<file path="src/bcdep_pkg.sv">
// Shared types, widths and lookup functions for the BCD clock to epoch
// seconds converter. No dependencies; used by every module in src.
`default_nettype none

package bcdep_pkg;

  // Widths of the decoded fields (largest value from the masked BCD byte).
  localparam int unsigned SecW   = 7;   // up to 85
  localparam int unsigned HourW  = 6;   // up to 45
  localparam int unsigned MonW   = 5;   // shifted month, 1 to 23
  localparam int unsigned YearW  = 8;   // year minus 1999, 0 to 166
  localparam int unsigned DaysW  = 17;  // day count since 1970, below 2^17
  localparam int unsigned DhW    = 22;  // days * 24 + hour
  localparam int unsigned DmW    = 28;  // (days * 24 + hour) * 60 + min
  localparam int unsigned EpochW = 32;

  // Day count base: 365*1999 + 1999/4 - 719499, folded with the century terms.
  localparam logic [DaysW-1:0] DayBaseLo = DaysW'(10620);  // years 1999..2099
  localparam logic [DaysW-1:0] DayBaseHi = DaysW'(10619);  // years 2100 and up
  localparam logic [YearW-1:0] YearOff2100 = YearW'(101);

  // One snapshot after BCD decode and month shift.
  typedef struct packed {
    logic [SecW-1:0]  sec;
    logic [SecW-1:0]  min;
    logic [HourW-1:0] hour;
    logic [HourW-1:0] day;
    logic [MonW-1:0]  mon;
    logic [YearW-1:0] year;
  } dec_t;

  // Load enables for the time accumulation stages.
  typedef struct packed {
    logic dh;
    logic dm;
    logic tot;
  } sec_en_t;

  // Decode one masked BCD byte as tens * 10 + units; bad digits pass as is.
  function automatic logic [7:0] bcd_val(input logic [7:0] b);
    logic [7:0] tens;
    tens = {4'b0000, b[7:4]};
    return (tens << 3) + (tens << 1) + {4'b0000, b[3:0]};
  endfunction

  // Days before the start of a shifted month: (367 * m) / 12.
  function automatic logic [9:0] mon_days(input logic [MonW-1:0] m);
    logic [9:0] d;
    unique case (m)
      5'd1:    d = 10'd30;
      5'd2:    d = 10'd61;
      5'd3:    d = 10'd91;
      5'd4:    d = 10'd122;
      5'd5:    d = 10'd152;
      5'd6:    d = 10'd183;
      5'd7:    d = 10'd214;
      5'd8:    d = 10'd244;
      5'd9:    d = 10'd275;
      5'd10:   d = 10'd305;
      5'd11:   d = 10'd336;
      5'd12:   d = 10'd367;
      5'd13:   d = 10'd397;
      5'd14:   d = 10'd428;
      5'd15:   d = 10'd458;
      5'd16:   d = 10'd489;
      5'd17:   d = 10'd519;
      5'd18:   d = 10'd550;
      5'd19:   d = 10'd581;
      5'd20:   d = 10'd611;
      5'd21:   d = 10'd642;
      5'd22:   d = 10'd672;
      5'd23:   d = 10'd703;
      default: d = 10'd0;
    endcase
    return d;
  endfunction

endpackage

`default_nettype wire

</file>
<file path="src/bcdep_decode.sv">
// First pipeline stage: masks and decodes the six BCD bytes and shifts the
// month so the year starts in March. Depends on bcdep_pkg.
`default_nettype none

module bcdep_decode import bcdep_pkg::*; (
  input  wire logic       clk_i,
  input  wire logic       en_i,
  input  wire logic [7:0] sec_bcd_i,
  input  wire logic [7:0] min_bcd_i,
  input  wire logic [7:0] hour_bcd_i,
  input  wire logic [7:0] day_bcd_i,
  input  wire logic [7:0] month_bcd_i,
  input  wire logic [7:0] year_bcd_i,
  output dec_t            dec_o
);

  logic [7:0] mon_raw;
  logic [7:0] year_raw;
  logic [7:0] sec_raw;
  logic [7:0] min_raw;
  logic [7:0] hour_raw;
  logic [7:0] day_raw;
  logic       early;
  dec_t       dec_d;
  dec_t       dec_q;

  // Mask each byte to its field and decode.
  always_comb begin
    sec_raw  = bcd_val(sec_bcd_i   & 8'h7F);
    min_raw  = bcd_val(min_bcd_i   & 8'h7F);
    hour_raw = bcd_val(hour_bcd_i  & 8'h3F);
    day_raw  = bcd_val(day_bcd_i   & 8'h3F);
    mon_raw  = bcd_val(month_bcd_i & 8'h1F);
    year_raw = bcd_val(year_bcd_i);
  end

  // January, February (and month zero) count as the tail of the year before.
  always_comb begin
    early     = (mon_raw <= 8'd2);
    dec_d.sec  = sec_raw[SecW-1:0];
    dec_d.min  = min_raw[SecW-1:0];
    dec_d.hour = hour_raw[HourW-1:0];
    dec_d.day  = day_raw[HourW-1:0];
    dec_d.mon  = early ? MonW'(mon_raw + 8'd10) : MonW'(mon_raw - 8'd2);
    // Year relative to 1999.
    dec_d.year = early ? year_raw : (year_raw + 8'd1);
  end

  // Hold while the next stage is blocked.
  always_ff @(posedge clk_i) begin
    if (en_i) begin
      dec_q <= dec_d;
    end
  end

  assign dec_o = dec_q;

endmodule

`default_nettype wire

</file>
<file path="src/bcdep_days.sv">
// Second pipeline stage: turns the decoded date into a day count since
// 1970-01-01 and carries the time of day along. Depends on bcdep_pkg.
`default_nettype none

module bcdep_days import bcdep_pkg::*; (
  input  wire logic              clk_i,
  input  wire logic              en_i,
  input  wire dec_t              dec_i,
  output logic [DaysW-1:0]       days_o,
  output logic [HourW-1:0]       hour_o,
  output logic [SecW-1:0]        min_o,
  output logic [SecW-1:0]        sec_o
);

  logic [DaysW-1:0] yr_days;
  logic [DaysW-1:0] leap;
  logic [DaysW-1:0] base;
  logic [DaysW-1:0] days_d;
  logic [DaysW-1:0] days_q;
  logic [HourW-1:0] hour_q;
  logic [SecW-1:0]  min_q;
  logic [SecW-1:0]  sec_q;
  logic [YearW:0]   yp3;

  // 365 * year + leap days + month start + day of month + base.
  always_comb begin
    yr_days = (DaysW'(dec_i.year) << 8) + (DaysW'(dec_i.year) << 6)
            + (DaysW'(dec_i.year) << 5) + (DaysW'(dec_i.year) << 3)
            + (DaysW'(dec_i.year) << 2) + DaysW'(dec_i.year);
    yp3     = {1'b0, dec_i.year} + (YearW+1)'(3);
    leap    = DaysW'(yp3 >> 2);
    base    = (dec_i.year >= YearOff2100) ? DayBaseHi : DayBaseLo;
    days_d  = yr_days + leap + DaysW'(mon_days(dec_i.mon)) + DaysW'(dec_i.day) + base;
  end

  // Hold while the next stage is blocked.
  always_ff @(posedge clk_i) begin
    if (en_i) begin
      days_q <= days_d;
      hour_q <= dec_i.hour;
      min_q  <= dec_i.min;
      sec_q  <= dec_i.sec;
    end
  end

  assign days_o = days_q;
  assign hour_o = hour_q;
  assign min_o  = min_q;
  assign sec_o  = sec_q;

endmodule

`default_nettype wire

</file>
<file path="src/bcdep_secs.sv">
// Third to fifth pipeline stages: scale days to hours, minutes and seconds
// with shift-add constant multiplies, modulo 2^32. Depends on bcdep_pkg.
`default_nettype none

module bcdep_secs import bcdep_pkg::*; (
  input  wire logic              clk_i,
  input  wire sec_en_t           en_i,
  input  wire logic [DaysW-1:0]  days_i,
  input  wire logic [HourW-1:0]  hour_i,
  input  wire logic [SecW-1:0]   min_i,
  input  wire logic [SecW-1:0]   sec_i,
  output logic [EpochW-1:0]      tot_o
);

  logic [DhW-1:0]    dh_d;
  logic [DhW-1:0]    dh_q;
  logic [SecW-1:0]   min_q;
  logic [SecW-1:0]   sec_q;
  logic [DmW-1:0]    dm_d;
  logic [DmW-1:0]    dm_q;
  logic [SecW-1:0]   sec2_q;
  logic [EpochW-1:0] tot_d;
  logic [EpochW-1:0] tot_q;

  // Hours: days * 24 + hour.
  assign dh_d = (DhW'(days_i) << 4) + (DhW'(days_i) << 3) + DhW'(hour_i);

  always_ff @(posedge clk_i) begin
    if (en_i.dh) begin
      dh_q  <= dh_d;
      min_q <= min_i;
      sec_q <= sec_i;
    end
  end

  // Minutes: hours * 60 + min.
  assign dm_d = (DmW'(dh_q) << 6) - (DmW'(dh_q) << 2) + DmW'(min_q);

  always_ff @(posedge clk_i) begin
    if (en_i.dm) begin
      dm_q   <= dm_d;
      sec2_q <= sec_q;
    end
  end

  // Seconds: minutes * 60 + sec, wrapping at 32 bits.
  assign tot_d = (EpochW'(dm_q) << 6) - (EpochW'(dm_q) << 2) + EpochW'(sec2_q);

  always_ff @(posedge clk_i) begin
    if (en_i.tot) begin
      tot_q <= tot_d;
    end
  end

  assign tot_o = tot_q;

endmodule

`default_nettype wire

</file>
<file path="src/bcd_clock_to_epoch_seconds_top.sv">
// Top level of the BCD clock to epoch seconds converter: handshake, offset
// register and output stage. Depends on bcdep_pkg, bcdep_decode, bcdep_days
// and bcdep_secs.
`default_nettype none

// Converts one snapshot of six BCD clock bytes (year 2000-2099) into Unix
// epoch seconds plus the signed time_offset register, modulo 2^32. The
// datapath is a six-stage pipeline (decode, day count, hours, minutes,
// seconds, offset add), and a new word can be accepted every cycle while
// the output is not stalled. Stalls on the output back up stage by stage;
// empty stages still take new words. Out-of-range or invalid BCD digits
// are not checked and feed the formula linearly. The offset port is always
// ready; write it only while the pipeline is empty.
module bcd_clock_to_epoch_seconds_top import bcdep_pkg::*; (
  input  wire logic              clk_i,
  input  wire logic              rst_ni,
  // input words
  input  wire logic              in_valid_i,
  output logic                   in_stall_o,
  input  wire logic [7:0]        sec_bcd_i,
  input  wire logic [7:0]        min_bcd_i,
  input  wire logic [7:0]        hour_bcd_i,
  input  wire logic [7:0]        day_bcd_i,
  input  wire logic [7:0]        month_bcd_i,
  input  wire logic [7:0]        year_bcd_i,
  // output words
  output logic                   out_valid_o,
  input  wire logic              out_stall_i,
  output logic [EpochW-1:0]      epoch_seconds_o,
  // offset register write
  input  wire logic              cfg_valid_i,
  output logic                   cfg_ready_o,
  input  wire logic [EpochW-1:0] cfg_data_i
);

  localparam int unsigned NumStages = 6;

  logic [NumStages-1:0] vld_q;
  logic [NumStages-1:0] adv;
  logic [EpochW-1:0]    offset_q;
  logic [EpochW-1:0]    epoch_q;
  dec_t                 dec;
  logic [DaysW-1:0]     days;
  logic [HourW-1:0]     hour;
  logic [SecW-1:0]      min;
  logic [SecW-1:0]      sec;
  logic [EpochW-1:0]    tot;
  sec_en_t              sec_en;

  // A stage advances when it is empty or the stage after it advances.
  always_comb begin
    adv[NumStages-1] = !vld_q[NumStages-1] || !out_stall_i;
    for (int k = NumStages - 2; k >= 0; k--) begin
      adv[k] = !vld_q[k] || adv[k+1];
    end
  end

  assign in_stall_o = !adv[0];

  // Move valid bits along with the data.
  always_ff @(posedge clk_i or negedge rst_ni) begin
    if (!rst_ni) begin
      vld_q <= '0;
    end else begin
      if (adv[0]) begin
        vld_q[0] <= in_valid_i;
      end
      for (int k = 1; k < NumStages; k++) begin
        if (adv[k]) begin
          vld_q[k] <= vld_q[k-1];
        end
      end
    end
  end

  // Offset register; always ready.
  assign cfg_ready_o = 1'b1;

  always_ff @(posedge clk_i or negedge rst_ni) begin
    if (!rst_ni) begin
      offset_q <= '0;
    end else if (cfg_valid_i) begin
      offset_q <= cfg_data_i;
    end
  end

  bcdep_decode u_decode (
    .clk_i       (clk_i),
    .en_i        (adv[0]),
    .sec_bcd_i   (sec_bcd_i),
    .min_bcd_i   (min_bcd_i),
    .hour_bcd_i  (hour_bcd_i),
    .day_bcd_i   (day_bcd_i),
    .month_bcd_i (month_bcd_i),
    .year_bcd_i  (year_bcd_i),
    .dec_o       (dec)
  );

  bcdep_days u_days (
    .clk_i  (clk_i),
    .en_i   (adv[1]),
    .dec_i  (dec),
    .days_o (days),
    .hour_o (hour),
    .min_o  (min),
    .sec_o  (sec)
  );

  assign sec_en.dh  = adv[2];
  assign sec_en.dm  = adv[3];
  assign sec_en.tot = adv[4];

  bcdep_secs u_secs (
    .clk_i  (clk_i),
    .en_i   (sec_en),
    .days_i (days),
    .hour_i (hour),
    .min_i  (min),
    .sec_i  (sec),
    .tot_o  (tot)
  );

  // Add the offset into the output register; hold while stalled.
  always_ff @(posedge clk_i) begin
    if (adv[NumStages-1]) begin
      epoch_q <= tot + offset_q;
    end
  end

  assign out_valid_o     = vld_q[NumStages-1];
  assign epoch_seconds_o = epoch_q;

endmodule

`default_nettype wire
</file>
<file path="config.mk">
export PLATFORM = sky130hd
export DESIGN_NAME = bcd_clock_to_epoch_seconds_top
export DESIGN_NICKNAME = d
export VERILOG_FILES = /design/src/bcdep_pkg.sv /design/src/bcdep_decode.sv /design/src/bcdep_days.sv /design/src/bcdep_secs.sv /design/src/bcd_clock_to_epoch_seconds_top.sv
export SDC_FILE = /design/constraint.sdc
export NUM_CORES = 1
export LEC_CHECK = 0
export BUFFER_PORTS_ARGS = -buffer_cell sky130_fd_sc_hd__buf_2
export CAP_MARGIN = 20
export CORE_MARGIN = 2
export CORE_UTILIZATION = 30
export CTS_BUF_LIST = sky130_fd_sc_hd__clkbuf_16
export DETAILED_ROUTE_END_ITERATION = 6
export HOLD_SLACK_MARGIN = 0.05
export PLACE_DENSITY_LB_ADDON = 0.12
export SYNTH_ARGS = -nofsm -noshare
export SYNTH_HDL_FRONTEND = slang
export SYNTH_HIERARCHICAL = 1
export SYNTH_SLANG_ARGS = --single-unit
</file>
<file path="constraint.sdc">
create_clock -name clk_i -period 11.1 [get_ports clk_i]
set_input_delay 1.665 -clock clk_i [delete_from_list [all_inputs] [get_ports clk_i]]
set_output_delay 1.665 -clock clk_i [all_outputs]
set_load 0.05 [all_outputs]
</file>
# After elaboration in Yosys (flattened, before gate mapping)

Memory sizes are Yosys's and may differ from the RTL's. A register that Yosys moved wholly into a read port is not among the register bits.
Index checks and enable logic that the tools add are counted.

Bits in registers: 249
Latch bits: 0
Memory bits (writable): 0
Memory bits (read-only): 320
Input bits: 85
Word-level logic and storage cells: 77
Memories kept: 1

Memories:

| name            | words | bits a word | rd ports | clocked after Yosys merged registers in | wr ports | line            | RTL |
|---|---|---|---|---|---|---|---|
| (no name shown) | 32    | 10          | 1        | 1                                       | 0        | bcdep_pkg.sv:49 | `unique case (m)` |

Add/sub/neg operators: 32
Multipliers: 0
Divide/modulo/power cells: 0
$lt $le $gt $ge: 2
Equality and inequality tests: 0
Shift operators: 0
Multiplexer cells: 4
Bitwise operators: 0
Reductions and logical operators: 14

Operators by type and width:

| kind                  | count |
|---|---|
| $add A17 B10 Y17      | 2 |
| $add A32 B32 Y32      | 1 |
| $add A32 B7 Y32       | 1 |
| $sub A32 B30 Y32      | 1 |
| $add A28 B7 Y28       | 1 |
| $sub A28 B24 Y28      | 1 |
| $add A21 B20 Y22      | 1 |
| $add A22 B6 Y22       | 1 |
| $add A16 B14 Y17      | 1 |
| $add A17 B11 Y17      | 1 |
| $add A17 B13 Y17      | 1 |
| $add A17 B17 Y17      | 1 |
| $add A17 B6 Y17       | 1 |
| $add A17 B7 Y17       | 1 |
| $add A17 B8 Y17       | 1 |
| $add A6 B4 Y7         | 2 |
| $add A7 B4 Y7         | 2 |
| $add A5 B3 Y6         | 2 |
| $add A6 B4 Y6         | 2 |
| $mux W5               | 2 |
| $add A8 B2 Y9 const B | 1 |
| $add A7 B5 Y8         | 1 |
| $add A8 B1 Y8 const B | 1 |
| $add A8 B4 Y8         | 1 |
| other kinds (10)      | 22 |

# Logic depth before layout (Yosys ltp)

Depth in word-level cells: 9
Gate-level depth with buffers: 18
Depth with buffers taken out: 18

# Cells and area by module

Netlist, hierarchy kept.

Modules (own cells, without submodules):

| module                         | instances | cells each | area an instance (µm²) |
|---|---|---|---|
| bcdep_secs                     | 1         | 687        | 7609.8 |
| bcd_clock_to_epoch_seconds_top | 1         | 358        | 4105.2 |
| bcdep_days                     | 1         | 329        | 3818.7 |
| bcdep_decode                   | 1         | 155        | 2215.9 |

# Worst setup path before layout

Ideal clock, no wire load.

Path kind: input to output
From: input port out_stall_i
To: output port in_stall_o
Arrival: 3.751 ns
Required time: 9.435 ns
Slack: 5.684 ns
Cell stages on the path: 4
Buffers on the path: 0
Cell sequence: and3_1 > and3_1 > nand3_1 > inv_1

Cells in the longest elaborated chain, start to end: 8

Ends and longest elaborated chain:

| element                          | line                                 | RTL |
|---|---|---|
| start, declared                  | bcd_clock_to_epoch_seconds_top.sv:28 | `input wire logic out_stall_i,` |
| $logic_not A1 Y1                 | bcd_clock_to_epoch_seconds_top.sv:52 | `adv[NumStages-1] = !vld_q[NumStages-1] \|\| !out_stall_i;` |
| $logic_or A1 B1 Y1               | bcd_clock_to_epoch_seconds_top.sv:52 |  |
| $logic_or A1 B1 Y1 (5 in series) | bcd_clock_to_epoch_seconds_top.sv:54 | `adv[k] = !vld_q[k] \|\| adv[k+1];` |
| named net adv[0]                 | bcd_clock_to_epoch_seconds_top.sv:39 | `logic [NumStages-1:0] adv;` |
| $logic_not A1 Y1                 | bcd_clock_to_epoch_seconds_top.sv:58 | `assign in_stall_o = !adv[0];` |
| end, declared                    | bcd_clock_to_epoch_seconds_top.sv:19 | `output logic in_stall_o,` |

The timed path passes the listed nets, and every way through them passes these cells.

# Worst setup path in the final report

From: register u_decode.dec_q (netlist bit u_decode/dec_o[1])
To: register u_days.days_q[13] (netlist: u_days/days_o[13]), data pin

Cells in the longest elaborated chain, start to end: 9

Ends and longest elaborated chain:

| element                     | line               | RTL |
|---|---|---|
| start, declared             | bcdep_decode.sv:25 | `dec_t dec_q;` |
| start signal, assigned      | bcdep_decode.sv:52 | `dec_q <= dec_d;` |
| $add A16 B14 Y17            | bcdep_days.sv:27   | `yr_days = (DaysW'(dec_i.year) << 8) + (DaysW'(dec_i.year) << 6)` |
| $add A17 B13 Y17            | bcdep_days.sv:28   | `+ (DaysW'(dec_i.year) << 5) + (DaysW'(dec_i.year) << 3)` |
| $add A17 B11 Y17            | bcdep_days.sv:28   |  |
| $add A17 B10 Y17            | bcdep_days.sv:29   | `+ (DaysW'(dec_i.year) << 2) + DaysW'(dec_i.year);` |
| $add A17 B8 Y17             | bcdep_days.sv:29   |  |
| $add A17 B7 Y17             | bcdep_days.sv:33   | `days_d = yr_days + leap + DaysW'(mon_days(dec_i.mon)) + DaysW'(dec_i.day) + base;` |
| $add A17 B10 Y17            | bcdep_days.sv:33   |  |
| $add A17 B6 Y17             | bcdep_days.sv:33   |  |
| $add A17 B17 Y17 *          | bcdep_days.sv:33   |  |
| named net u_days.days_d[13] | bcdep_days.sv:18   | `logic [DaysW-1:0] days_d;` |
| end signal, assigned        | bcdep_days.sv:39   | `days_q <= days_d;` |
| end, declared               | bcdep_days.sv:19   | `logic [DaysW-1:0] days_q;` |

The timed path passes the listed nets; every way through them passes the cells marked *.
A chain may end at the register's enable or synchronous reset.

==> results.toml <==
[final_layout]
layout-drive-gt1-share_pct = 14.1
fin_util_pct = 34.7
regArea_um2 = 7290
areaGrowthSynthToFinish_pct = 15.0
nets = 2054
n_antenna_cell = 0
layout_commonest_cell = "ha_1"
final_cell_mix = "ha_1, edfxtp_1, inv_1"
fill_cells = 5861
multi_input_area_um2 = 9760

[yosys]
synth-seq-cells = 249
ys.flop_type = "edfxtp_1"
yosys-top-cells-area = "edfxtp_1, ha_1, fa_1"
synth.avg_cell_area_um2 = 11.6
synth-edff-count = 211
async_reset_ff_share_pct = 15.3
yosys.area.top_type = "edfxtp_1"
synth_top_area_share_pct = 35.7
syn-num-nets = 1923
yosys_warnings = 6
syn_inst = 1529
netlist_area_um2 = 17700
yosysUniqueCellTypes = 85
synth-seq-area-share_pct = 41.1

[place]
place_hpwl_mm = 26.9
dp_slack_ns = 5.37
gp_congestion = 0.838
io_buffers = 109

[global_routing]
gr-usage-met2_pct = 21.4
grt_max_degree = 42
use_met1_pct = 12.6
grt_use_met3_pct = 1.96
antenna_found_initial = 0
track_usage_pct = 11.4
grt.busiest_layer = "met2"
grt_pass1_wl_mm = 57.1
grt_overflow = 0
first_global_vias = 11900

[critical_path]
cp_data_required_time_ns = 11.43
crit_arrival_ns = 6.06
startpoint_type = "flop"
cp-end-kind = "flop"
reg2reg_from = "u_decode/dec_o[1]$_DFFE_PP_"
cp_max_fo = 5
setup.worst_path.class = "flop to flop"
worstSetupStartpoint = "u_decode/dec_o[1]$_DFFE_PP_"

[route]
wl_per_cell_um = 13.8
drcViolationCount = 0
num_vias = 11400
detail-route-antenna-nets = 0
drt_iter0_drc = 347
drt_wl_total_mm = 33.8
drt_first_pass_iters = 5
viasPerCell = 4.62

[min_path]
min_from = "u_decode/dec_o[25]$_DFFE_PP_"
min_path_type = "flop to flop"

[timing]
drv_slew = 0
max_freq_mhz = 175
finalCritPeriodShare_pct = 51.6
setup-violations-final = 0
fin_crit_ns = 5.73
slew_headroom_pct = 37.2
finClkSkew_ns = 0.0235
hold_violations = 0
setup-tns-final_ns = 0
tightest_slew_ns = 0.941
rsz0062_at_grt = "false"
timing.final.ws_setup_ns = 5.37

[die]
num_rows = 89
chipHeight_um = 247
coreArea_um2 = 58800
start_util_pct = 30.2
ioPinCount = 120
die_area_um2 = 61100
die_x_um = 247

[cts]
cts_resized = 0
clkLatencyLatePin_ns = 0.54
cts.clk_slew.worst_paths_ns = 0.06
cts_hold_buf = 0
htree_levels = 2
cts_buffers = 34
cts_setup_buffers = 0
clockBufferDepth = 3
root_buffer = "clkbuf_16"
cts_tree = "done"
clock-sinks = 249

[outcome]
status = "completed"

[job]
maxCapViolations = 0
-- per-layer routing --
| metal | vias up | part of all wire (%) |
|---|---|---|
| met3 | 77 | 3.7 |
| met5 | - | 0 |
| met2 | 190 | 51 |
| met4 | 0 | 3.7 |
| met1 | 5240 | 42 |
| li1 | 5855 | - |
-- cells in the mapped netlist (13+ instances only) --
cell,instances
clkbuf_1,13
o21ai_0,47
o21a_1,13
nand2b_1,20
xor2_1,54
fa_1,59
a21oi_1,122
xnor2_1,78
edfxtp_1,211
nand3_1,24
inv_1,161
nor3_1,16
mux2_2,32
ha_1,250
o21bai_1,16
a21o_1,65
nand4_1,19
nand2_1,61
nor2_1,43
dfrtp_1,38
a211oi_1,15
-- state kept, by name, summed over array words and instances (netlist names) --
signal / flops
u_days/sec_o: 7
offset_q: 32
epoch_seconds_o: 32
u_secs/sec_q: 7
u_secs/dm_q: 28
u_days/min_o: 7
u_days/days_o: 17
vld_q: 6
u_secs/min_q: 7
u_secs/tot_o: 32
u_secs/sec2_q: 7
u_decode/dec_o: 39
u_days/hour_o: 6
u_secs/dh_q: 22
-- logic make-up (layout without fill, tap and decap cells) --
group	after synthesis	count (layout)	share of synthesized area [%]
flops	249	249	41.1
fa+ha+maj	309	309	24.3
simple gates	245	245	7.10
xor+xnor	133	133	6.61
other cells	1	1	0.0211
mux	41	41	2.64
compound gates	369	369	14.3
buf+inv	182	339	3.96
-- layout make-up --
type                       count  area share (%)
clock buffer                  35            4.29
inverter                     162            2.98
clock inverter                27            1.58
sequential                   249            35.7
multi-input combinational   1098            47.8
tap                          773            4.74
timing repair buffer         115            2.89
-- worst paths after layout --
path / endpoint / slack, ns / cells past startpoint
worst max-delay path: u_days/days_o[13]$_DFFE_PP_ / 5.37 / 18
worst min-delay path: u_days/min_o[0]$_DFFE_PP_ / 0.41 / 0
worst max register to register: u_days/days_o[13]$_DFFE_PP_ / 5.37 / 18
worst min register to register: u_days/min_o[0]$_DFFE_PP_ / 0.41 / 0
max in group asynchronous: offset_q[26]$_DFFE_PN0P_ / 9.23 / 1
min in group asynchronous: offset_q[0]$_DFFE_PN0P_ / 1.27 / 1
-- critical path: stages (launching register included) --
cell,delay [ns]
edfxtp_1,0.55
inv_1,0.18
ha_1,0.29
inv_1,0.14
nand3_1,0.13
nor3_1,0.29
xnor2_1,0.14
fa_1,0.51
inv_1,0.06
fa_1,0.47
inv_1,0.05
fa_1,0.52
inv_1,0.05
fa_1,0.52
fa_1,0.50
a211oi_1,0.43
o21ai_0,0.22
and2_1,0.20
o311ai_1,0.28
-- metrics by stage --
| step | hold slack (ns) | instance area [um2] | cells |
|---|---|---|---|
| floorplan | 0.400 | 17700 | 1529 |
| global placement | 0.407 | 19200 | 2397 |
| detailed placement | 0.405 | 19200 | 2397 |
| CTS | 0.414 | 20400 | 2459 |
| global route | 0.416 | 20400 | 2459 |
| finish | 0.410 | 20400 | 2459 |
Power is not shown: default switching activity piles up to over one toggle a cycle in this logic, so the estimate is an artifact.
